<file path="config.mk">
export PLATFORM = sky130hd
export DESIGN_NAME = positional_array_list_flat
export DESIGN_NICKNAME = d
export VERILOG_FILES = /design/src/rtl/pal_pkg.sv /design/src/rtl/pal_if.sv /design/src/rtl/pal_ram.sv /design/src/rtl/pal_ctrl.sv /design/src/rtl/positional_array_list.sv /design/src/flat_wrapper.sv
export SDC_FILE = /design/constraint.sdc
export NUM_CORES = 1
export LEC_CHECK = 0
export BUFFER_PORTS_ARGS = -buffer_cell sky130_fd_sc_hd__buf_4
export CAP_MARGIN = 20
export CELL_PAD_IN_SITES_DETAIL_PLACEMENT = 0
export CELL_PAD_IN_SITES_GLOBAL_PLACEMENT = 1
export CORE_UTILIZATION = 42
export CTS_CLUSTER_SIZE = 20
export DETAILED_ROUTE_END_ITERATION = 8
export GPL_TIMING_DRIVEN = 0
export PLACE_DENSITY = 0.65
export SYNTH_ARGS = -nofsm -noshare
export SYNTH_HDL_FRONTEND = slang
export SYNTH_SLANG_ARGS = --single-unit
</file>
<file path="constraint.sdc">
create_clock -name clk -period 5.6 [get_ports clk]
set_input_delay 0.56 -clock clk [delete_from_list [all_inputs] [get_ports clk]]
set_output_delay 0.56 -clock clk [all_outputs]
set_load 0.01 [all_outputs]
</file>
<file path="src/rtl/pal_pkg.sv">
// Shared constants, codes and types for the positional array list.
`default_nettype none
package pal_pkg;

    localparam int CAPACITY = 16;
    localparam int ADDR_W   = (CAPACITY > 1) ? $clog2(CAPACITY) : 1;
    localparam int CNT_W    = $clog2(CAPACITY + 1);
    localparam int POS_W    = 5;
    localparam int VAL_W    = 32;
    localparam int CMD_W    = 2;
    localparam int CMP_W    = ((CNT_W > POS_W) ? CNT_W : POS_W) + 1;

    typedef enum logic [CMD_W-1:0] {
        CMD_INSERT = 2'd0,
        CMD_DELETE = 2'd1,
        CMD_READ   = 2'd2,
        CMD_LOCATE = 2'd3
    } cmd_t;

    typedef enum logic [1:0] {
        S_IDLE,
        S_WALK,
        S_PUT,
        S_DONE
    } state_t;

    typedef struct packed {
        logic              we;
        logic [ADDR_W-1:0] waddr;
        logic [VAL_W-1:0]  wdata;
        logic              re;
        logic [ADDR_W-1:0] raddr;
    } mem_req_t;

endpackage
`default_nettype wire

</file>
<file path="src/rtl/pal_if.sv">
// Request and response channel interfaces of the positional array list.
`default_nettype none
interface pal_req_if;
    logic                          valid;
    logic                          ready;
    logic [1:0]                    command;
    logic [4:0]                    position;
    logic signed [31:0]            value;

    modport source (output valid, command, position, value, input ready);
    modport sink   (input valid, command, position, value, output ready);
endinterface

interface pal_rsp_if;
    logic                          valid;
    logic                          ready;
    logic                          ok;
    logic signed [31:0]            read_value;
    logic [4:0]                    found_position;
    logic [4:0]                    count;
    logic                          is_empty;

    modport source (output valid, ok, read_value, found_position, count, is_empty,
                    input ready);
    modport sink   (input valid, ok, read_value, found_position, count, is_empty,
                    output ready);
endinterface
`default_nettype wire

</file>
<file path="src/rtl/pal_ram.sv">
// Entry store: one write port, one read port, registered read data.
`default_nettype none
module pal_ram (
    input  wire logic                       clk,
    input  wire pal_pkg::mem_req_t          req,
    output logic [pal_pkg::VAL_W-1:0]       rdata
);

    logic [pal_pkg::VAL_W-1:0] mem [pal_pkg::CAPACITY];
    logic [pal_pkg::VAL_W-1:0] rdata_reg;

    always_ff @(posedge clk)
    begin
        if (req.we)
        begin
            mem[req.waddr] <= req.wdata;
        end
        if (req.re)
        begin
            rdata_reg <= mem[req.raddr];
        end
    end

    assign rdata = rdata_reg;

endmodule
`default_nettype wire

</file>
<file path="src/rtl/pal_ctrl.sv">
// Command sequencer: range checks, shift/search walk over the store, result register.
`default_nettype none
module pal_ctrl (
    input  wire logic                       clk,
    input  wire logic                       rst_n,
    pal_req_if.sink                         req,
    pal_rsp_if.source                       rsp,
    output pal_pkg::mem_req_t               mem_req,
    input  wire logic [pal_pkg::VAL_W-1:0]  mem_rdata
);

    localparam int ADDR_W = pal_pkg::ADDR_W;
    localparam int CNT_W  = pal_pkg::CNT_W;
    localparam int POS_W  = pal_pkg::POS_W;
    localparam int VAL_W  = pal_pkg::VAL_W;
    localparam int CMP_W  = pal_pkg::CMP_W;

    pal_pkg::state_t      state_reg, state_next;
    logic [CNT_W-1:0]     cnt_reg, cnt_next;
    logic                 pend_reg, pend_next;
    logic                 issued_reg, issued_next;
    logic                 out_valid_reg, out_valid_next;

    pal_pkg::cmd_t        cmd_reg, cmd_next;
    logic [VAL_W-1:0]     val_reg, val_next;
    logic [ADDR_W-1:0]    ptr_reg, ptr_next;
    logic [ADDR_W-1:0]    last_reg, last_next;
    logic [ADDR_W-1:0]    pend_addr_reg, pend_addr_next;
    logic                 ok_reg, ok_next;
    logic [VAL_W-1:0]     rdv_reg, rdv_next;
    logic [POS_W-1:0]     found_reg, found_next;

    logic                 out_ok_reg, out_ok_next;
    logic [VAL_W-1:0]     out_rdv_reg, out_rdv_next;
    logic [POS_W-1:0]     out_found_reg, out_found_next;
    logic [CNT_W-1:0]     out_cnt_reg, out_cnt_next;

    logic [CMP_W-1:0]     p_ext;
    logic [CMP_W-1:0]     n_ext;
    logic                 walk_stop;

    assign p_ext = CMP_W'(req.position);
    assign n_ext = CMP_W'(cnt_reg);

    always_ff @(posedge clk or negedge rst_n)
    begin
        if (!rst_n)
        begin
            state_reg     <= pal_pkg::S_IDLE;
            cnt_reg       <= '0;
            pend_reg      <= 1'b0;
            issued_reg    <= 1'b0;
            out_valid_reg <= 1'b0;
        end
        else
        begin
            state_reg     <= state_next;
            cnt_reg       <= cnt_next;
            pend_reg      <= pend_next;
            issued_reg    <= issued_next;
            out_valid_reg <= out_valid_next;
        end
    end

    always_ff @(posedge clk)
    begin
        cmd_reg       <= cmd_next;
        val_reg       <= val_next;
        ptr_reg       <= ptr_next;
        last_reg      <= last_next;
        pend_addr_reg <= pend_addr_next;
        ok_reg        <= ok_next;
        rdv_reg       <= rdv_next;
        found_reg     <= found_next;
        out_ok_reg    <= out_ok_next;
        out_rdv_reg   <= out_rdv_next;
        out_found_reg <= out_found_next;
        out_cnt_reg   <= out_cnt_next;
    end

    always_comb
    begin
        state_next     = state_reg;
        cnt_next       = cnt_reg;
        pend_next      = pend_reg;
        issued_next    = issued_reg;
        out_valid_next = out_valid_reg;
        cmd_next       = cmd_reg;
        val_next       = val_reg;
        ptr_next       = ptr_reg;
        last_next      = last_reg;
        pend_addr_next = pend_addr_reg;
        ok_next        = ok_reg;
        rdv_next       = rdv_reg;
        found_next     = found_reg;
        out_ok_next    = out_ok_reg;
        out_rdv_next   = out_rdv_reg;
        out_found_next = out_found_reg;
        out_cnt_next   = out_cnt_reg;
        mem_req        = '0;
        req.ready      = 1'b0;
        walk_stop      = 1'b0;

        if (out_valid_reg && rsp.ready)
        begin
            out_valid_next = 1'b0;
        end

        case (state_reg)
            pal_pkg::S_IDLE:
            begin
                req.ready = 1'b1;
                if (req.valid)
                begin
                    cmd_next    = pal_pkg::cmd_t'(req.command);
                    val_next    = req.value;
                    ok_next     = 1'b0;
                    rdv_next    = '0;
                    found_next  = '0;
                    pend_next   = 1'b0;
                    issued_next = 1'b0;
                    state_next  = pal_pkg::S_DONE;
                    case (pal_pkg::cmd_t'(req.command))
                        pal_pkg::CMD_INSERT:
                        begin
                            if (p_ext >= CMP_W'(1) && p_ext <= n_ext + CMP_W'(1)
                                && n_ext < CMP_W'(pal_pkg::CAPACITY))
                            begin
                                ok_next   = 1'b1;
                                cnt_next  = cnt_reg + CNT_W'(1);
                                last_next = ADDR_W'(p_ext - CMP_W'(1));
                                ptr_next  = ADDR_W'(n_ext - CMP_W'(1));
                                // appending at the tail needs no shift
                                state_next = (p_ext <= n_ext) ? pal_pkg::S_WALK
                                                              : pal_pkg::S_PUT;
                            end
                        end
                        pal_pkg::CMD_DELETE:
                        begin
                            if (p_ext >= CMP_W'(1) && p_ext <= n_ext)
                            begin
                                ok_next   = 1'b1;
                                cnt_next  = cnt_reg - CNT_W'(1);
                                ptr_next  = ADDR_W'(p_ext);
                                last_next = ADDR_W'(n_ext - CMP_W'(1));
                                if (p_ext < n_ext)
                                begin
                                    state_next = pal_pkg::S_WALK;
                                end
                            end
                        end
                        pal_pkg::CMD_READ:
                        begin
                            if (p_ext >= CMP_W'(1) && p_ext <= n_ext)
                            begin
                                ok_next    = 1'b1;
                                ptr_next   = ADDR_W'(p_ext - CMP_W'(1));
                                last_next  = ADDR_W'(p_ext - CMP_W'(1));
                                state_next = pal_pkg::S_WALK;
                            end
                        end
                        default:
                        begin
                            ok_next   = 1'b1;
                            ptr_next  = '0;
                            last_next = ADDR_W'(n_ext - CMP_W'(1));
                            if (cnt_reg != '0)
                            begin
                                state_next = pal_pkg::S_WALK;
                            end
                        end
                    endcase
                end
            end

            pal_pkg::S_WALK:
            begin
                // retire the beat read last cycle, then issue the next read;
                // write and read addresses always differ by two here
                if (pend_reg)
                begin
                    case (cmd_reg)
                        pal_pkg::CMD_INSERT:
                        begin
                            mem_req.we    = 1'b1;
                            mem_req.waddr = pend_addr_reg + ADDR_W'(1);
                            mem_req.wdata = mem_rdata;
                        end
                        pal_pkg::CMD_DELETE:
                        begin
                            mem_req.we    = 1'b1;
                            mem_req.waddr = pend_addr_reg - ADDR_W'(1);
                            mem_req.wdata = mem_rdata;
                        end
                        pal_pkg::CMD_READ:
                        begin
                            rdv_next = mem_rdata;
                        end
                        default:
                        begin
                            if (mem_rdata == val_reg)
                            begin
                                found_next = POS_W'(CNT_W'(pend_addr_reg) + CNT_W'(1));
                                walk_stop  = 1'b1;
                            end
                        end
                    endcase
                    if (issued_reg)
                    begin
                        walk_stop = 1'b1;
                    end
                end

                pend_next = 1'b0;
                if (!walk_stop && !issued_reg)
                begin
                    mem_req.re     = 1'b1;
                    mem_req.raddr  = ptr_reg;
                    pend_next      = 1'b1;
                    pend_addr_next = ptr_reg;
                    if (ptr_reg == last_reg)
                    begin
                        issued_next = 1'b1;
                    end
                    else if (cmd_reg == pal_pkg::CMD_INSERT)
                    begin
                        ptr_next = ptr_reg - ADDR_W'(1);
                    end
                    else
                    begin
                        ptr_next = ptr_reg + ADDR_W'(1);
                    end
                end

                if (walk_stop)
                begin
                    state_next = (cmd_reg == pal_pkg::CMD_INSERT) ? pal_pkg::S_PUT
                                                                  : pal_pkg::S_DONE;
                end
            end

            pal_pkg::S_PUT:
            begin
                mem_req.we    = 1'b1;
                mem_req.waddr = last_reg;
                mem_req.wdata = val_reg;
                state_next    = pal_pkg::S_DONE;
            end

            pal_pkg::S_DONE:
            begin
                if (!out_valid_reg || rsp.ready)
                begin
                    out_valid_next = 1'b1;
                    out_ok_next    = ok_reg;
                    out_rdv_next   = rdv_reg;
                    out_found_next = found_reg;
                    out_cnt_next   = cnt_reg;
                    state_next     = pal_pkg::S_IDLE;
                end
            end

            default:
            begin
                state_next = pal_pkg::S_IDLE;
            end
        endcase
    end

    assign rsp.valid          = out_valid_reg;
    assign rsp.ok             = out_ok_reg;
    assign rsp.read_value     = out_rdv_reg;
    assign rsp.found_position = out_found_reg;
    assign rsp.count          = POS_W'(out_cnt_reg);
    assign rsp.is_empty       = (out_cnt_reg == '0);

endmodule
`default_nettype wire

</file>
<file path="src/rtl/positional_array_list.sv">
// Top level of the positional array list: sequencer plus entry store.
//
// Requests arrive on req (command, position, value) with a valid/ready
// handshake; one response beat per request leaves on rsp (ok, read_value,
// found_position, count, is_empty).
// Requests are handled one at a time. With n entries held, a request does:
//   refused command, delete of last entry, empty locate: no store access
//   append at tail: writes the value;  read: reads entry p
//   insert at position p: shifts entries p..n up by one, then writes the value
//   delete at position p: shifts entries p+1..n down by one
//   locate: compares entries from the first until a match or the end
// Walks over the single-port-pair store move or compare one entry per cycle.
// req.ready is high whenever no request is in flight; a new request may be
// taken while the previous response still waits on a stalled rsp, and the
// block then holds in its final step until the output register frees.
// Reset clears the length to zero and drops any pending response; the
// store itself is not cleared, as only entries below the length are read.
`default_nettype none
module positional_array_list (
    input  wire logic clk,
    input  wire logic rst_n,
    pal_req_if.sink   req,
    pal_rsp_if.source rsp
);

    pal_pkg::mem_req_t          mem_req;
    logic [pal_pkg::VAL_W-1:0]  mem_rdata;

    pal_ctrl u_ctrl (
        .clk       (clk),
        .rst_n     (rst_n),
        .req       (req),
        .rsp       (rsp),
        .mem_req   (mem_req),
        .mem_rdata (mem_rdata)
    );

    pal_ram u_ram (
        .clk   (clk),
        .req   (mem_req),
        .rdata (mem_rdata)
    );

endmodule
`default_nettype wire

</file>
<file path="src/flat_wrapper.sv">
// flat-port wrapper written by rule: the top's interface ports become plain ports
module positional_array_list_flat 
  (clk, rst_n, req_valid, req_command, req_position, req_value, req_ready, rsp_valid, rsp_ok, rsp_read_value, rsp_found_position, rsp_count, rsp_is_empty, rsp_ready);
  pal_req_if req_i ();
  pal_rsp_if rsp_i ();
  input  wire logic clk;
  input  wire logic rst_n;
  input wire logic [$bits(req_i.valid)-1:0] req_valid;
  input wire logic [$bits(req_i.command)-1:0] req_command;
  input wire logic [$bits(req_i.position)-1:0] req_position;
  input wire logic [$bits(req_i.value)-1:0] req_value;
  output wire logic [$bits(req_i.ready)-1:0] req_ready;
  output wire logic [$bits(rsp_i.valid)-1:0] rsp_valid;
  output wire logic [$bits(rsp_i.ok)-1:0] rsp_ok;
  output wire logic [$bits(rsp_i.read_value)-1:0] rsp_read_value;
  output wire logic [$bits(rsp_i.found_position)-1:0] rsp_found_position;
  output wire logic [$bits(rsp_i.count)-1:0] rsp_count;
  output wire logic [$bits(rsp_i.is_empty)-1:0] rsp_is_empty;
  input wire logic [$bits(rsp_i.ready)-1:0] rsp_ready;
  assign req_i.valid = req_valid;
  assign req_i.command = req_command;
  assign req_i.position = req_position;
  assign req_i.value = req_value;
  assign req_ready = req_i.ready;
  assign rsp_valid = rsp_i.valid;
  assign rsp_ok = rsp_i.ok;
  assign rsp_read_value = rsp_i.read_value;
  assign rsp_found_position = rsp_i.found_position;
  assign rsp_count = rsp_i.count;
  assign rsp_is_empty = rsp_i.is_empty;
  assign rsp_i.ready = rsp_ready;
  positional_array_list u_core (.clk(clk), .rst_n(rst_n), .req(req_i), .rsp(rsp_i));
endmodule
</file>
==> results_dict.tcl <==
set metrics [dict create \
    arrival_time_of_the_worst_setup_path_ps 4860 \
    clock_tree.buffer_depth 3 \
    initial_utilization 0.426 \
    netlist-cell-type-count 61 \
    crit_family "buffers and inverters" \
    drv_cap 0 \
    timing.setup.tns_ps 0 \
    syn_inst 1963 \
    postSynthNetCount 2040 \
    grt_max_degree 40 \
    synth-async-reset-ratio 0.0147 \
    dp_hpwl_microns 64100 \
    grt_antenna_before_repair 2 \
    overflow 0 \
    hold_viol 0 \
    postSynthAreaPerCell_sq_um 15.0 \
    timing.slew.headroom 0.211 \
    postLayoutCoreUtil 0.500 \
    numPlacedInstances 3015 \
    post-cts-setup-buffer-count 0 \
    synth.cell_area_sq_um 29400 \
    wirelength_microns 92300 \
    first_global_vias 19253 \
    critPathMostFrequentCell "clkbuf_1" \
    outcome "finished, final reports clean" \
    setup_viol_count_final 0 \
    number_of_flip_flops_in_the_largest_register 512 \
    critical_path.max_fanout 10 \
    power.leakage_nw 11.3 \
    cts_inserted_buffers 75 \
    cp.required_ps 5960 \
    postCtsResizedCells 0 \
    cts-root-buf "clkbuf_16" \
    synth_warnings 0 \
    drt_first_pass_iters 7 \
    drt.antenna.violating_nets 0 \
    synthToLayoutAreaGrowth_pct 17.2 \
    number_of_flops_mapped_to_enable_cells_by_yosys 671 \
    worst-setup-path-type "flip-flop to flip-flop" \
    finalClockSkew_ps 16.6 \
    floorplan.die.width_microns 267 \
    htree_levels 3 \
    gp_routability_congestion 0.905 \
    critical-path-slowest-cell "clkbuf_1" \
    post_layout_nonfiller_instances 3166 \
    global_route_usage_over_all_layers 0.261 \
    port-buffer-count 88 \
    rsz0062_at_grt "false" \
    tritoncts_clock_tree "built" \
    final.hold.worst_slack_ps 113 \
    design.final.nets 2254 \
    startpoint_type "flip-flop" \
    min_period_ps 4500 \
    clock_latency_late_sink_ps 620 \
    vias 19333 \
    classification_of_the_worst_slack_hold_path "primary input to flip-flop" \
    num_io_pins 89 \
    yosys_register_bits 681 \
    maxSlewViolCount 0 \
    cts_hold_buffers 1 \
    core_area_sq_um 68900 \
    antenna_cells 0 \
    worstSetupStartpoint "u_core.u_ctrl.ptr_reg[0]" \
    reg_to_reg_startpoint "u_core.u_ctrl.ptr_reg[0]" \
    die_height_microns 267 \
    slew_at_the_pin_closest_to_its_max_slew_limit_ps 1170 \
    drt_drc 0 \
    worst_path_largest_cell_delay_ps 850 \
    timing.fmax_mhz 222 \
    vias_per_cell 6.11 \
    numClockSinks 681 \
    setup.worst_path.end_class "flip-flop" \
    clkTransAtPathRegs_ps 60 \
    hold_path_startpoint "req_value[26]" \
    timing.critical_path.cells "clkbuf_1, clkbuf_1, clkbuf_1, clkbuf_1, a222oi_1, nand4_1, o2111ai_1, o22ai_1" \
    first_pass_grt_wire_length_microns 133000 \
    crit_buf_inv 4 \
    die_area_sq_um 71000 \
    synth_sequential_area_ratio 0.694 \
    top_register "u_core.u_ram.mem" \
    layout_worst_path_cycle_share 0.804 \
    powerDensity_nw_per_um2 552 \
    synthFlopType "edfxtp_1" \
    irDropWorstVdd_v 0.000253 \
    routed_wire_length_per_instance_microns 29.2 \
    detailedRoute.firstIterationViolations 2516 \
    proportion_of_layout_cells_with_a_drive_suffix_above_1 0.204 \
    placement_rows 96 \
]
power by group:
part	internal, mW	switching, mW
combinational	2.21	4.62
clock	2.87	2.02
sequential	6.93	0.388
total	12.0	7.02
worst reg2reg max path, stage by stage, from the launching register on:
cell       delay, ps
edfxtp_1         380
clkbuf_1         620
clkbuf_1         500
clkbuf_1         850
clkbuf_1         680
a222oi_1         250
nand4_1          150
o2111ai_1        300
o22ai_1          510
Yosys cell counts, drive strengths merged, types with 7 or more instances:
| cell | number | area, sq um |
|---|---|---|
| o2111ai | 31 | 272 |
| or4 | 62 | 465 |
| and2 | 37 | 231 |
| mux4 | 32 | 721 |
| nor3 | 35 | 175 |
| nor2 | 57 | 214 |
| xor2 | 20 | 175 |
| a222oi | 32 | 320 |
| a21oi | 115 | 576 |
| nor4 | 7 | 58.8 |
| nor2b | 44 | 275 |
| mux2 | 95 | 1070 |
| nand4 | 70 | 444 |
| dfrtp | 10 | 250 |
| inv | 36 | 135 |
| a31oi | 33 | 206 |
| o22ai | 32 | 200 |
| clkbuf | 122 | 463 |
| o31ai | 7 | 52.6 |
| a31o | 31 | 272 |
| xnor2 | 30 | 263 |
| nand2 | 47 | 176 |
| buf | 32 | 165 |
| a22oi | 32 | 240 |
| nand2b | 9 | 56.3 |
| ha | 31 | 388 |
| mux2i | 38 | 380 |
| nand3 | 45 | 225 |
| o21ai | 76 | 380 |
| edfxtp | 671 | 20100 |
metrics by stage:
stage          setup WS, ps  instance area (sq um)  power, mW
2_1_floorplan          1680                  29400       11.1
3_3_place_gp           -401                  31200       13.8
3_5_place_dp           1290                  31900       14.0
4_1_cts                1290                  34300       18.9
5_1_grt                1110                  34500       19.7
6_report               1100                  34500       19.0
routing by layer:
layer  vias up  track usage  wire length, microns
met1      9778        0.362                 38700
li1       8312            -                     -
met3       199       0.0506                  8250
met2      1044        0.409                 42300
met5         -            0                     0
met4         0       0.0965                  3080
cells by family after synthesis:
family                   Yosys count  share of synthesized area
flip-flops                       681                      0.694
buffers and inverters            190                     0.0260
AND/OR/NAND/NOR                  428                     0.0827
XOR/XNOR                          50                     0.0149
multiplexers                     165                     0.0739
adder cells (fa/ha/maj)           34                     0.0152
AO/OA/AOI/OAI                    415                     0.0933
area by class of cell:
type | instances | area [sq um]
Clock inverter | 40 | 320
Buffer | 154 | 628
Sequential cell | 681 | 20400
Fill cell | 5903 | 34500
Multi-Input combinational cell | 1092 | 8380
Inverter | 36 | 135
Clock buffer | 95 | 2090
Timing Repair Buffer | 137 | 1330
Tap cell | 931 | 1160
cells in the final DEF, fill, tap and decap left out, types with 31 or more instances in the layout:
master,instances
nand3_1,45
mux2i_1,38
a21oi_1,114
o2111ai_1,31
buf_4,112
and2_1,36
nand4_1,69
mux4_2,32
clkbuf_16,81
ha_1,31
or4_1,62
a222oi_1,32
a22oi_1,32
edfxtp_1,671
o22ai_1,32
clkbuf_1,131
a31oi_1,33
nor3_1,35
nor2b_1,36
mux2_2,95
inv_1,35
o21ai_0,75
nand2_1,47
nor2_1,44
path summary, 6_finish.rpt:
kind	slack, ps	endpoint	cells after the start
worst max-delay path	1100	u_core.u_ram.rdata[9]	8
worst min-delay path	110	u_core.u_ctrl.val_reg[26]	1
worst max register to register	1100	u_core.u_ram.rdata[9]	8
worst min register to register	410	u_core.u_ctrl.rsp.read_value[22]	0
max in group asynchronous	5120	u_core.u_ctrl.pend_reg	2
min in group asynchronous	320	u_core.u_ctrl.cnt_reg[2]	2
Power figures use the tool's default switching activity.
